## src/hw/rtl/u8u16_pkg.sv

```systemverilog
// Shared types and constants for the UTF-8 to UTF-16 transcoder.
package u8u16_pkg;

   localparam int unsigned WinDepth  = 4;
   localparam int unsigned FillWidth = $clog2(WinDepth + 1);
   localparam int unsigned CpWidth   = 21;

   localparam logic [15:0]        REPLACEMENT = 16'hFFFD;
   localparam logic [15:0]        HI_SURR     = 16'hD800;
   localparam logic [15:0]        LO_SURR     = 16'hDC00;
   localparam logic [CpWidth-1:0] SUPP_BASE   = 21'h010000;
   localparam logic [CpWidth-1:0] CP_MAX      = 21'h10FFFF;
   localparam logic [15:0]        TERM_UNIT   = 16'h0000;

   typedef enum logic [2:0] {
      ST_IDLE,
      ST_SCAN,
      ST_LOW,
      ST_TERM,
      ST_FLUSH
   } state_type;

   typedef struct packed {
      logic load;
      logic step;
      logic low;
      logic term;
      logic flush;
   } dp_cmd_type;

   typedef struct packed {
      logic dec_ok;
      logic is_pair;
      logic fin;
      logic pend_vld;
      logic out_free;
   } dp_status_type;

endpackage

```

## src/hw/rtl/u8u16_ctrl.sv

```systemverilog
// Controller state machine that sequences byte loads, decodes and result flushes.
module u8u16_ctrl (
   input  logic                    clock,
   input  logic                    reset,
   input  logic                    req_valid,
   output logic                    req_ready,
   input  u8u16_pkg::dp_status_type status,
   output u8u16_pkg::dp_cmd_type    cmd
);

   u8u16_pkg::state_type state_ff;
   u8u16_pkg::state_type state_in;
   logic                 can_push;

   assign can_push = !status.pend_vld || status.out_free;

   always_ff @(posedge clock) begin
      if (reset) begin
         state_ff <= u8u16_pkg::ST_IDLE;
      end else begin
         state_ff <= state_in;
      end
   end

   always_comb begin
      state_in = state_ff;
      unique case (state_ff)
         u8u16_pkg::ST_IDLE: begin
            if (req_valid) begin
               state_in = u8u16_pkg::ST_SCAN;
            end
         end
         u8u16_pkg::ST_SCAN: begin
            if (status.dec_ok) begin
               if (can_push) begin
                  state_in = status.is_pair ? u8u16_pkg::ST_LOW : u8u16_pkg::ST_SCAN;
               end
            end else begin
               state_in = status.fin ? u8u16_pkg::ST_TERM : u8u16_pkg::ST_FLUSH;
            end
         end
         u8u16_pkg::ST_LOW: begin
            if (can_push) begin
               state_in = u8u16_pkg::ST_SCAN;
            end
         end
         u8u16_pkg::ST_TERM: begin
            if (can_push) begin
               state_in = u8u16_pkg::ST_FLUSH;
            end
         end
         u8u16_pkg::ST_FLUSH: begin
            if (can_push) begin
               state_in = u8u16_pkg::ST_IDLE;
            end
         end
         default: begin
            state_in = u8u16_pkg::ST_IDLE;
         end
      endcase
   end

   always_comb begin
      req_ready = 1'b0;
      cmd       = '0;
      unique case (state_ff)
         u8u16_pkg::ST_IDLE: begin
            req_ready = 1'b1;
            cmd.load  = req_valid;
         end
         u8u16_pkg::ST_SCAN: begin
            cmd.step = status.dec_ok && can_push;
         end
         u8u16_pkg::ST_LOW: begin
            cmd.low = can_push;
         end
         u8u16_pkg::ST_TERM: begin
            cmd.term = can_push;
         end
         u8u16_pkg::ST_FLUSH: begin
            cmd.flush = can_push;
         end
         default: begin
            cmd = '0;
         end
      endcase
   end

endmodule

```

## src/hw/rtl/u8u16_dp.sv

```systemverilog
// Datapath: byte window, sequence decoder, surrogate split, pending unit and output register.
module u8u16_dp (
   input  logic                     clock,
   input  logic                     reset,
   input  logic [7:0]               req_data_byte,
   input  logic                     req_final_byte,
   input  u8u16_pkg::dp_cmd_type    cmd,
   output u8u16_pkg::dp_status_type status,
   output logic                     rsp_valid,
   input  logic                     rsp_ready,
   output logic [15:0]              rsp_code_unit,
   output logic                     rsp_is_terminator,
   output logic                     rsp_run_end
);

   localparam int unsigned CW = u8u16_pkg::CpWidth;
   localparam int unsigned FW = u8u16_pkg::FillWidth;
   localparam int unsigned WD = u8u16_pkg::WinDepth;

   logic [7:0]    win_ff [WD];
   logic [7:0]    win_in [WD];
   logic [FW-1:0] fill_ff, fill_in;
   logic          fin_ff;

   logic [15:0]   pend_unit_ff;
   logic          pend_term_ff;
   logic          pend_vld_ff, pend_vld_in;
   logic [15:0]   low_unit_ff;

   logic          out_vld_ff;
   logic [15:0]   out_unit_ff;
   logic          out_term_ff;
   logic          out_end_ff;

   logic [1:0]    extra;
   logic          bad_lead;
   logic          complete;
   logic          dec_ok;
   logic          c1ok, c2ok, c3ok;
   logic [CW-1:0] cp;
   logic [FW-1:0] used;
   logic          is_pair;
   logic [19:0]   supp_off;
   logic [15:0]   hi_unit, lo_unit;
   logic          push;
   logic          out_free;

   // lead class
   always_comb begin
      extra    = 2'd0;
      bad_lead = 1'b0;
      if (win_ff[0][7] == 1'b0) begin
         extra = 2'd0;
      end else if (win_ff[0][7:5] == 3'b110) begin
         extra = 2'd1;
      end else if (win_ff[0][7:4] == 4'b1110) begin
         extra = 2'd2;
      end else if (win_ff[0][7:3] == 5'b11110) begin
         extra = 2'd3;
      end else begin
         bad_lead = 1'b1;
      end
   end

   assign complete = fill_ff >= (FW'(extra) + FW'(1));
   assign dec_ok   = (fill_ff != '0) && (complete || fin_ff);
   assign c1ok     = win_ff[1][7:6] == 2'b10;
   assign c2ok     = win_ff[2][7:6] == 2'b10;
   assign c3ok     = win_ff[3][7:6] == 2'b10;

   always_comb begin
      cp   = CW'(u8u16_pkg::REPLACEMENT);
      used = FW'(1);
      if (complete) begin
         case (extra)
            2'd0: begin
               if (!bad_lead) begin
                  cp = CW'(win_ff[0]);
               end
            end
            2'd1: begin
               if (c1ok) begin
                  cp   = CW'({win_ff[0][4:0], win_ff[1][5:0]});
                  used = FW'(2);
               end
            end
            2'd2: begin
               if (!c1ok) begin
                  used = FW'(1);
               end else if (!c2ok) begin
                  used = FW'(2);
               end else begin
                  cp   = CW'({win_ff[0][3:0], win_ff[1][5:0], win_ff[2][5:0]});
                  used = FW'(3);
               end
            end
            default: begin
               if (!c1ok) begin
                  used = FW'(1);
               end else if (!c2ok) begin
                  used = FW'(2);
               end else if (!c3ok) begin
                  used = FW'(3);
               end else begin
                  cp   = {win_ff[0][2:0], win_ff[1][5:0], win_ff[2][5:0], win_ff[3][5:0]};
                  used = FW'(4);
               end
            end
         endcase
      end
   end

   assign is_pair  = (cp >= u8u16_pkg::SUPP_BASE) && (cp <= u8u16_pkg::CP_MAX);
   assign supp_off = 20'(cp - u8u16_pkg::SUPP_BASE);
   assign hi_unit  = is_pair ? (u8u16_pkg::HI_SURR + 16'(supp_off[19:10])) : cp[15:0];
   assign lo_unit  = u8u16_pkg::LO_SURR + 16'(supp_off[9:0]);

   // window update: load at fill, drop the consumed front bytes, or empty on terminator
   always_comb begin
      logic [1:0] src;
      for (int i = 0; i < WD; i++) begin
         win_in[i] = win_ff[i];
      end
      fill_in = fill_ff;
      src     = 2'd0;
      if (cmd.load) begin
         if (fill_ff < FW'(WD)) begin
            win_in[fill_ff[1:0]] = req_data_byte;
            fill_in              = fill_ff + FW'(1);
         end
      end else if (cmd.step) begin
         for (int i = 0; i < WD; i++) begin
            src = 2'(i) + used[1:0];
            if (i + int'(used) < WD) begin
               win_in[i] = win_ff[src];
            end
         end
         fill_in = fill_ff - used;
      end else if (cmd.term) begin
         fill_in = '0;
      end
   end

   assign out_free = !out_vld_ff || rsp_ready;
   assign push     = pend_vld_ff && (cmd.step || cmd.low || cmd.term || cmd.flush);

   always_comb begin
      pend_vld_in = pend_vld_ff;
      if (cmd.step || cmd.low || cmd.term) begin
         pend_vld_in = 1'b1;
      end else if (cmd.flush) begin
         pend_vld_in = 1'b0;
      end
   end

   always_ff @(posedge clock) begin
      if (reset) begin
         fill_ff     <= '0;
         pend_vld_ff <= 1'b0;
         out_vld_ff  <= 1'b0;
      end else begin
         fill_ff     <= fill_in;
         pend_vld_ff <= pend_vld_in;
         if (push) begin
            out_vld_ff <= 1'b1;
         end else if (rsp_ready) begin
            out_vld_ff <= 1'b0;
         end
      end
   end

   always_ff @(posedge clock) begin
      for (int i = 0; i < WD; i++) begin
         win_ff[i] <= win_in[i];
      end
      if (cmd.load) begin
         fin_ff <= req_final_byte;
      end
      if (cmd.step) begin
         pend_unit_ff <= hi_unit;
         pend_term_ff <= 1'b0;
         low_unit_ff  <= lo_unit;
      end else if (cmd.low) begin
         pend_unit_ff <= low_unit_ff;
         pend_term_ff <= 1'b0;
      end else if (cmd.term) begin
         pend_unit_ff <= u8u16_pkg::TERM_UNIT;
         pend_term_ff <= 1'b1;
      end
      if (push) begin
         out_unit_ff <= pend_unit_ff;
         out_term_ff <= pend_term_ff;
         out_end_ff  <= cmd.flush;
      end
   end

   assign status.dec_ok   = dec_ok;
   assign status.is_pair  = is_pair;
   assign status.fin      = fin_ff;
   assign status.pend_vld = pend_vld_ff;
   assign status.out_free = out_free;

   assign rsp_valid         = out_vld_ff;
   assign rsp_code_unit     = out_unit_ff;
   assign rsp_is_terminator = out_term_ff;
   assign rsp_run_end       = out_end_ff;

endmodule

```

## src/hw/rtl/utf8_to_utf16_transcoder.sv

```systemverilog
// Each accepted byte starts a run that yields its code units (the terminator
// on a final byte included); each unit passes through the pending unit register
// and then the output register, and every step stalls while a unit is pending
// and the output register is not taken. Units come from the shared sequence
// decoder, the low surrogate and terminator steps; each byte waits for the previous run.
// Reset (synchronous, active high) empties the byte window and the result path.
module utf8_to_utf16_transcoder (
   input  logic        clock,
   input  logic        reset,
   input  logic        req_valid,
   output logic        req_ready,
   input  logic [7:0]  req_data_byte,
   input  logic        req_final_byte,
   output logic        rsp_valid,
   input  logic        rsp_ready,
   output logic [15:0] rsp_code_unit,
   output logic        rsp_is_terminator,
   output logic        rsp_run_end
);

   u8u16_pkg::dp_cmd_type    cmd;
   u8u16_pkg::dp_status_type status;

   u8u16_ctrl u_ctrl (
      .clock     (clock),
      .reset     (reset),
      .req_valid (req_valid),
      .req_ready (req_ready),
      .status    (status),
      .cmd       (cmd)
   );

   u8u16_dp u_dp (
      .clock             (clock),
      .reset             (reset),
      .req_data_byte     (req_data_byte),
      .req_final_byte    (req_final_byte),
      .cmd               (cmd),
      .status            (status),
      .rsp_valid         (rsp_valid),
      .rsp_ready         (rsp_ready),
      .rsp_code_unit     (rsp_code_unit),
      .rsp_is_terminator (rsp_is_terminator),
      .rsp_run_end       (rsp_run_end)
   );

endmodule

```

## config.mk

```make
export PLATFORM = sky130hd
export DESIGN_NAME = utf8_to_utf16_transcoder
export DESIGN_NICKNAME = d
export VERILOG_FILES = /design/src/hw/rtl/u8u16_pkg.sv /design/src/hw/rtl/u8u16_ctrl.sv /design/src/hw/rtl/u8u16_dp.sv /design/src/hw/rtl/utf8_to_utf16_transcoder.sv
export SDC_FILE = /design/constraint.sdc
export NUM_CORES = 1
export LEC_CHECK = 0
export BUFFER_PORTS_ARGS = -buffer_cell sky130_fd_sc_hd__clkbuf_2
export CAP_MARGIN = 5
export CORE_MARGIN = 1.5
export CORE_UTILIZATION = 34
export DETAILED_ROUTE_END_ITERATION = 10
export SLEW_MARGIN = 30
export SYNTH_ARGS = -nofsm -noshare
export SYNTH_HDL_FRONTEND = slang
export SYNTH_SLANG_ARGS = --single-unit
```

## constraint.sdc

```tcl
create_clock -name clock -period 6.1 [get_ports clock]
set_input_delay 0.305 -clock clock [delete_from_list [all_inputs] [get_ports clock]]
set_output_delay 0.305 -clock clock [all_outputs]
set_load 0.02 [all_outputs]
```

Word-level counts from Yosys, hierarchy flattened
Memory sizes are Yosys's and may differ from the RTL's.
Index checks and enable logic that the tools add are counted.
{"block": "word_totals", "ff_bits": 60, "ram_bits": 32, "input_bits": 13, "out_inout_bits": 20, "word_cells": 138, "memories": 1}
{"name": "u_dp.win_ff", "words": 4, "word_bits": 8, "rd": 8, "rd_clocked_by_memory_dff": 0, "wr": 4, "line": "u8u16_dp.sv:20", "source": "logic [7:0] win_ff [WD];"}
{"block": "classes", "n_addsub": 12, "n_lt_le_gt_ge": 10, "eq_ne": 18, "n_mux": 62, "bitwise": 1, "n_reduce_logical": 23}
{"operator": "$mux W16", "n": 7}
{"operator": "$mux W21", "n": 5}
{"operator": "$lt A32 B3 Y1 const B", "n": 3}
{"operator": "$mux W32", "n": 3}
{"operator": "$pmux W21 S3", "n": 1}
{"operator": "$mux W3", "n": 16}
{"operator": "$mux W8", "n": 5}
{"operator": "$add A15 B11 Y16 const A", "n": 2}
{"operator": "$bwmux W32", "n": 1}
{"operator": "$ge A21 B17 Y1 const B", "n": 1}
{"operator": "$le A21 B21 Y1 const B", "n": 1}
{"operator": "$sub A20 B17 Y20 const B", "n": 1}
{"operator": "$demux W8 S2", "n": 1}
{"operator": "$mux W1", "n": 15}
{"operator": "$pmux W3 S5", "n": 1}
{"operator": "$mux W2", "n": 6}
{"operator": "$pmux W3 S3", "n": 1}
{"operator": "$reduce_bool A3 Y1", "n": 3}
{"operator": "$add A2 B3 Y4 const A", "n": 2}
{"operator": "$eq A2 B2 Y1 const B", "n": 4}
{"operator": "$ne A2 B1 Y1 const B", "n": 4}
{"operator": "$eq A3 B2 Y1 const B", "n": 2}
{"operator": "$eq A3 B3 Y1 const B", "n": 2}
{"operator": "$logic_or A1 B1 Y1", "n": 6}
{"operator": "25 further kinds", "n": 33}

Longest topological paths before layout
Gate-level depths: netlist of the first run.
An unclocked memory read counts as a cell.
{"block": "logic_depth", "depth_word": 17, "depth_mapped": 21}

By module
A second synthesis of the first run with hierarchy kept.
{"block": "hier_totals", "hier_cells": 560, "hier_area_um2": 5491.5}
{"module": "u8u16_dp", "n_inst": 1, "cells_each": 526, "area_each_um2": 5222.5, "seq_area_each_um2": 2432.3}
{"module": "u8u16_ctrl", "n_inst": 1, "cells_each": 34, "area_each_um2": 269.0, "seq_area_each_um2": 60.1}

Worst setup path before layout of the first run
OpenSTA, ideal clock, no wires.
{"block": "synth_timing", "path_kind": "register to register", "from": "mem u_dp.win_ff[0][3]", "to": "mem u_dp.win_ff[1][0] (enable)", "setup_time_ns": 0.384, "arrival_time_ns": 3.906, "t_required_ns": 5.716, "setup_slack_ns": 1.810, "path_stages_with_launch": 19, "path_cell_list": "edfxtp_1 clkbuf_1 o21ai_0 nand3_1 inv_1 ha_1 buf_6 inv_1 ha_1 or2_2 nand2_1 nor2_1 buf_2 buf_2 inv_1 ha_1 clkbuf_1 o21ai_0 o21ai_0"}
{"element": "start, declared", "line": "u8u16_dp.sv:20"}

==> flow_summary.yaml, run 1 <==
finish:
  diodes: 0
  areaGrowthSynthToFinish_pct: 11.5
  instances_no_fill: 766
  fin_util_pct: 39.0
  final_cell_area_sq_mm: 0.00595
  fin_nets: 578
  post_route_cells_drive_above_1_share_pct: 17.5
grt:
  grt_max_degree: 67
  first_global_vias: 3990
  grt-ovfl-total: 0
  grtUsageTotal_pct: 16.4
  grt_pass1_wl_um: 21200
  antenna_found_initial: 0
timing:
  fin_crit_ns: 4.64
  setup_viol: 0
  drv_slew: 0
  worst_pin_slew_ns: 0.969
  finalHoldViolations: 0
  rsz0062_at_grt: "false"
  timing.setup.tns_ns: 0
  fmax_mhz: 216
  relSlewSlack_pct: 35.3
  worst_hold_slack_ns: 0.148
  finalCritPeriodShare_pct: 76.0
  fin_skew_ns: 0.00853
clock_network:
  clockBufferDepth: 2
  cts.sinks: 86
  htree_levels: 3
  clkLatencyLatePin_ns: 0.34
  post-cts-setup-buffers: 0
  clk_pin_slew_worst_paths_ns: 0.07
  root_buffer: "clkbuf_16"
  cts_tree: "yes"
  hold_buffers: 0
  cts_resized: 0
  numCtsBuffers: 9
logic_synthesis:
  synth_most_common_cell: "o21ai_0"
  synth_edf_count: 77
  syn-cell-area_sq_mm: 0.00534
  synth-seq-cells: 86
  ys_seq_area_share_pct: 46.7
  synthFlopType: "edfxtp_1"
  yosys.area.top_type: "edfxtp_1"
  syn_inst: 543
  syn_nets: 571
  yosysUniqueCellTypes: 64
  synthTopCellsByArea: "edfxtp_1, o21ai_0, mux2i_1"
  synth.avg_cell_area_sq_um: 9.83
  yosysWarningCount: 0
  synthArstFlopShare_pct: 0
  synthTopCellsByCount: "o21ai_0, edfxtp_1, nand2_1"
  synth_top_area_share_pct: 43.3
pwr:
  powerDensity_mw_per_mm2: 399
  intPower_uw: 1460
  p_seq_share_pct: 36.9
  switchingPower_uw: 919
  switching_share_pct: 38.7
  clkPwrFrac_pct: 23.7
  combPwrFrac_pct: 39.3
  vdd_ir_drop_max_v: 0.000186
  p_leak_uw: 0.00209
worst_setup_path:
  startpoint_type: "register"
  path_max_fanout: 29
  path_cells: "o21ai_0 > nand3_1 > inv_1 > ha_1 > inv_1 > ha_1 > nor2_1 > nor2_1 > o21ai_0 > or3_1 > inv_1 > a32o_1"
  end_kind: "register"
  path_delay_family: "buffers and inverters"
  cp_slowest_stage_delay_ns: 0.81
  arrival_ns: 4.61
  slowest_stage: "inv_1"
  path_buf_inv: 3
  critPathKind: "register to register"
  critPathRequiredTime_ns: 6.07
  cpMostUsedCell: "inv_1"
  rrSetupSlack_ns: 1.46
  r2r_end: "u_dp.win_ff[2][1]$_DFFE_PP_"
  rr_startpoint: "u_dp.win_ff[0][3]$_DFFE_PP_"
  r2r_cells: 12
routing:
  vias: 4265
  post_drt_wl_per_cell_um: 17.1
  first_pass_iters: 7
  vias_per_cell: 5.57
  totalWireLength_um: 13100
  route.detailed.drc: 0
  drt_iter0_markers: 336
  drtAntennaViolNets: 0
floorplanning:
  pin_count: 33
  die_w_um: 128
  dieArea_sq_mm: 0.0165
  core_sq_mm: 0.0153
  initial_core_util_pct: 35.0
  num_rows: 45
  die_h_um: 128
hold_path:
  hold_path_depth: 1
  holdPathEnd: "u_dp.fin_ff$_DFFE_PP_"
  worstHoldStart: "req_final_byte"
  hp-class: "input pin to register"
placement:
  port_buffers: 32
  dp_cells: 750
  dpl-instance-area_sq_mm: 0.00565
  hpwl_um: 9210
  gp_congestion: 0.911
outcome:
  status: "completed"
job:
  max_cap_viol_count: 0
-- state kept, by name, indices dropped and copies added, names as in the netlist --
signal and cells:
u_dp.pend_unit_ff 16, u_ctrl.state_ff 3, u_dp.rsp_valid 1, u_dp.pend_vld_ff 1, u_dp.rsp_code_unit 16, u_dp.fill_ff 3, u_dp.fin_ff 1, u_dp.win_ff 32
u_dp.low_unit_ff 10, u_dp.rsp_run_end 1, u_dp.rsp_is_terminator 1, u_dp.pend_term_ff 1
-- stage by stage --
step | power [uW] | worst slack, ns
2_1_floorplan | 1560 | 1.81
3_3_place_gp | 1790 | 1.58
3_5_place_dp | 1810 | 1.34
4_1_cts | 2380 | 1.29
5_1_grt | 2530 | 1.14
6_report | 2380 | 1.46
-- power by group through the flow --
stage	sequential, uW	clock (uW)	combinational [uW]
after global routing	889	599	1040
after global placement	882	0	906
after CTS	876	579	927
after detailed placement	889	0	922
final	878	564	935
after floorplan	839	0	724
-- how the worst max path moves through the flow --
stage	start	to	slack (ns)	depth (start not counted)
2_1_floorplan	u_dp.win_ff[0][3]$_DFFE_PP_	u_dp.win_ff[1][0]$_DFFE_PP_	1.81	18
3_3_place_gp	u_dp.win_ff[0][3]$_DFFE_PP_	u_dp.win_ff[1][0]$_DFFE_PP_	1.58	15
3_5_place_dp	u_dp.win_ff[0][3]$_DFFE_PP_	u_dp.win_ff[1][5]$_DFFE_PP_	1.34	15
4_1_cts	u_dp.win_ff[0][3]$_DFFE_PP_	u_dp.win_ff[1][4]$_DFFE_PP_	1.29	15
5_1_grt	u_dp.win_ff[0][3]$_DFFE_PP_	u_dp.pend_unit_ff[2]$_DFFE_PP_	1.14	17
6_report	u_dp.win_ff[0][3]$_DFFE_PP_	u_dp.win_ff[2][1]$_DFFE_PP_	1.46	12
-- worst register-to-register path: stages, from the launching register on --
cell and delay (ns):
edfxtp_1 0.51, o21ai_0 0.24, nand3_1 0.18, inv_1 0.10, ha_1 0.33, inv_1 0.16, ha_1 0.33, nor2_1 0.08
nor2_1 0.14, o21ai_0 0.10, or3_1 0.59, inv_1 0.81, a32o_1 0.69
-- area by class of cell --
type	instances	area [sq um]
multi-input cells	391	2600
clock inverters	7	77.6
fillers	1523	9310
clock buffers	9	225
well taps	211	264
repair buffers	38	205
inverters	24	90.1
flip-flops and latches	86	2490
-- cell families (layout without fill, tap and decap cells) --
| logic type | Yosys count | in the layout | synth area share, % |
|---|---|---|---|
| xor+xnor | 4 | 4 | 0.656 |
| mux | 40 | 40 | 7.78 |
| compound gates | 168 | 168 | 20.4 |
| fa+ha+maj | 15 | 15 | 3.66 |
| simple gates | 164 | 164 | 15.8 |
| flops | 86 | 86 | 46.7 |
| buf+inv | 66 | 78 | 5.04 |
-- layer usage --
| metal | part of all wire (%) | GRT usage [%] | wire length [um] | up-vias |
|---|---|---|---|---|
| met3 | 5.6 | 3.21 | 736 | 28 |
| met4 | 2.8 | 6.87 | 365 | 0 |
| met5 | 0 | 0 | 0 | - |
| li1 | - | - | - | 2063 |
| met1 | 47 | 22.6 | 6110 | 2028 |
| met2 | 45 | 25.3 | 5850 | 146 |
-- cells in the final DEF, fill, tap and decap left out, drive strengths merged, types with 9 or more instances in the layout --
cell | netlist | final
o21ai | 79 | 79
a21oi | 12 | 12
nor2 | 35 | 35
clkbuf | 32 | 41
inv | 24 | 27
nand2 | 45 | 45
edfxtp | 77 | 77
nand3 | 37 | 37
mux2 | 12 | 12
dfxtp | 9 | 9
nor3 | 13 | 13
a211oi | 14 | 14
a31oi | 11 | 11
ha | 14 | 14
mux2i | 28 | 28
Note: power is estimated with default switching activity, not from simulation.
==> run 2, diff against run 1 <==
clock period = 4.7 ns   (was 6.1 ns; I/O delays follow)
==> run 2 against run 1 <==
Worst hold slack worse by 0.094 ns. Final area up 0.76%. Core utilization grew 0.30 points. Routed wire length up 1.1%. Cell count grew 0.52%. Power is 31% higher. Via count barely moved. Sequential share of layout area fell by 0.31 points. Sequential power grew 30%. Clock skew grew 0.00057 ns. Combinational power increased by 34%.
==> flow_summary.yaml, run 2 (synthesized netlist as in run 1, its figures left out) <==
outcome:
  status: "completed"
finish:
  diodes: 0
  regMostFlops: "u_dp.win_ff"
  largest_reg_flops: 32
  layout_common_cells: "o21ai_0, edfxtp_1, nand2_1"
  fin_util_pct: 39.3
  fin_nets: 582
  layout_commonest_cell: "o21ai_0"
  areaGrowthSynthToFinish_pct: 12.4
  post_route_cells_drive_above_1_share_pct: 17.7
floorplanning:
  dieArea_sq_mm: 0.0165
  pin_count: 33
  die_w_um: 128
  num_rows: 45
  core_sq_mm: 0.0153
  initial_core_util_pct: 35.0
  die_h_um: 128
routing:
  vias_per_cell: 5.54
  post_drt_wl_per_cell_um: 17.2
  first_pass_iters: 5
  totalWireLength_um: 13200
  vias: 4263
  drtAntennaViolNets: 0
  drt_iter0_markers: 378
  route.detailed.drc: 0
worst_setup_path:
  end_kind: "register"
  critPathRequiredTime_ns: 4.81
  critPathKind: "register to register"
  startpoint_type: "register"
  arrival_ns: 4.29
  path_max_fanout: 10
pwr:
  switching_share_pct: 38.8
  combPwrFrac_pct: 40.2
  vdd_ir_drop_max_v: 0.000309
  powerDensity_mw_per_mm2: 519
  p_leak_uw: 0.00210
  switchingPower_uw: 1210
  clkPwrFrac_pct: 23.3
  p_total_uw: 3110
  intPower_uw: 1910
  p_seq_share_pct: 36.5
timing:
  fmax_mhz: 239
  fin_skew_ns: 0.00910
  rsz0062_at_grt: "false"
  relSlewSlack_pct: 46.1
  finalHoldViolations: 0
  setup_slack_ns: 0.511
  finalCritPeriodShare_pct: 89.1
  worst_pin_slew_ns: 0.805
  drv_slew: 0
  fin_crit_ns: 4.19
  worst_hold_slack_ns: 0.0532
  timing.setup.tns_ns: 0
  setup_viol: 0
clock_network:
  numCtsBuffers: 9
  clk_pin_slew_worst_paths_ns: 0.07
  cts.sinks: 86
  htree_levels: 3
  root_buffer: "clkbuf_16"
  cts_tree: "yes"
  clockBufferDepth: 2
  clkLatencyLatePin_ns: 0.35
placement:
  hpwl_um: 9210
  port_buffers: 32
  post-place-ws_ns: 0.343
  gp_congestion: 0.919
grt:
  antenna_found_initial: 0
  grtUsageTotal_pct: 16.9
  grt_pass1_wl_um: 21400
  first_global_vias: 3954
  grt-ovfl-total: 0
  grt_max_degree: 66
job:
  max_cap_viol_count: 0
hold_path:
  hp-class: "input pin to register"
[run 2: timing repair]
action	CTS	global route
resized for setup	0	1
endpoints found under the hold margin	0	0
hold buffers	0	0
buffers inserted	0	0
setup endpoints to repair	0	4
[run 2: cell type report]
class | instances | area, sq um
well taps | 211 | 264
fillers | 1498 | 9260
multi-input cells | 391 | 2600
repair buffers | 42 | 248
inverters | 24 | 90.1
clock buffers | 10 | 229
clock inverters | 6 | 70.1
flip-flops and latches | 86 | 2490
[run 2: path summary, 6_finish.rpt]
check,slack [ns],cells past startpoint,startpoint,endpoint
hold / removal,0.05,1,req_final_byte,u_dp.fin_ff$_DFFE_PP_
setup / recovery,0.51,13,u_dp.win_ff[0][3]$_DFFE_PP_,u_dp.pend_unit_ff[10]$_DFFE_PP_
setup reg to reg,0.51,13,u_dp.win_ff[0][3]$_DFFE_PP_,u_dp.pend_unit_ff[10]$_DFFE_PP_
hold reg to reg,0.42,0,u_dp.pend_unit_ff[14]$_DFFE_PP_,u_dp.rsp_code_unit[14]$_DFFE_PP_
[run 2: metrics by stage]
stage | instances | instance area (sq um)
6_report | 770 | 6000
5_1_grt | 770 | 6000
4_1_cts | 770 | 5990
3_5_place_dp | 754 | 5690
3_3_place_gp | 754 | 5690
2_1_floorplan | 543 | 5340
[run 2: power by group through the flow]
stage | Combinational (uW) | Sequential, uW | Clock [uW]
finish | 1250 | 1140 | 727
global route | 1390 | 1150 | 778
CTS | 1230 | 1130 | 747
detailed placement | 1230 | 1150 | 0
global placement | 1210 | 1140 | 0
floorplan | 939 | 1090 | 0
[run 2: routing by layer]
| layer | track usage (%) | up-vias | wire length [um] |
|---|---|---|---|
| li1 | - | 2072 | - |
| met1 | 23.5 | 2048 | 6340 |
| met2 | 25.6 | 125 | 5830 |
| met3 | 3.80 | 18 | 697 |
| met4 | 6.48 | 0 | 351 |
| met5 | 0 | - | 0 |
[run 2: critical path, stage by stage, from the launching register on]
cell      delay [ns]
edfxtp_1        0.51
o21ai_0         0.20
nand3_1         0.20
inv_1           0.11
ha_1            0.32
inv_1           0.15
ha_1            0.32
nor2_1          0.09
or4_4           0.60
o22ai_1         0.35
o21ai_0         0.21
nor3_2          0.44
a21oi_4         0.18
a31o_2          0.27
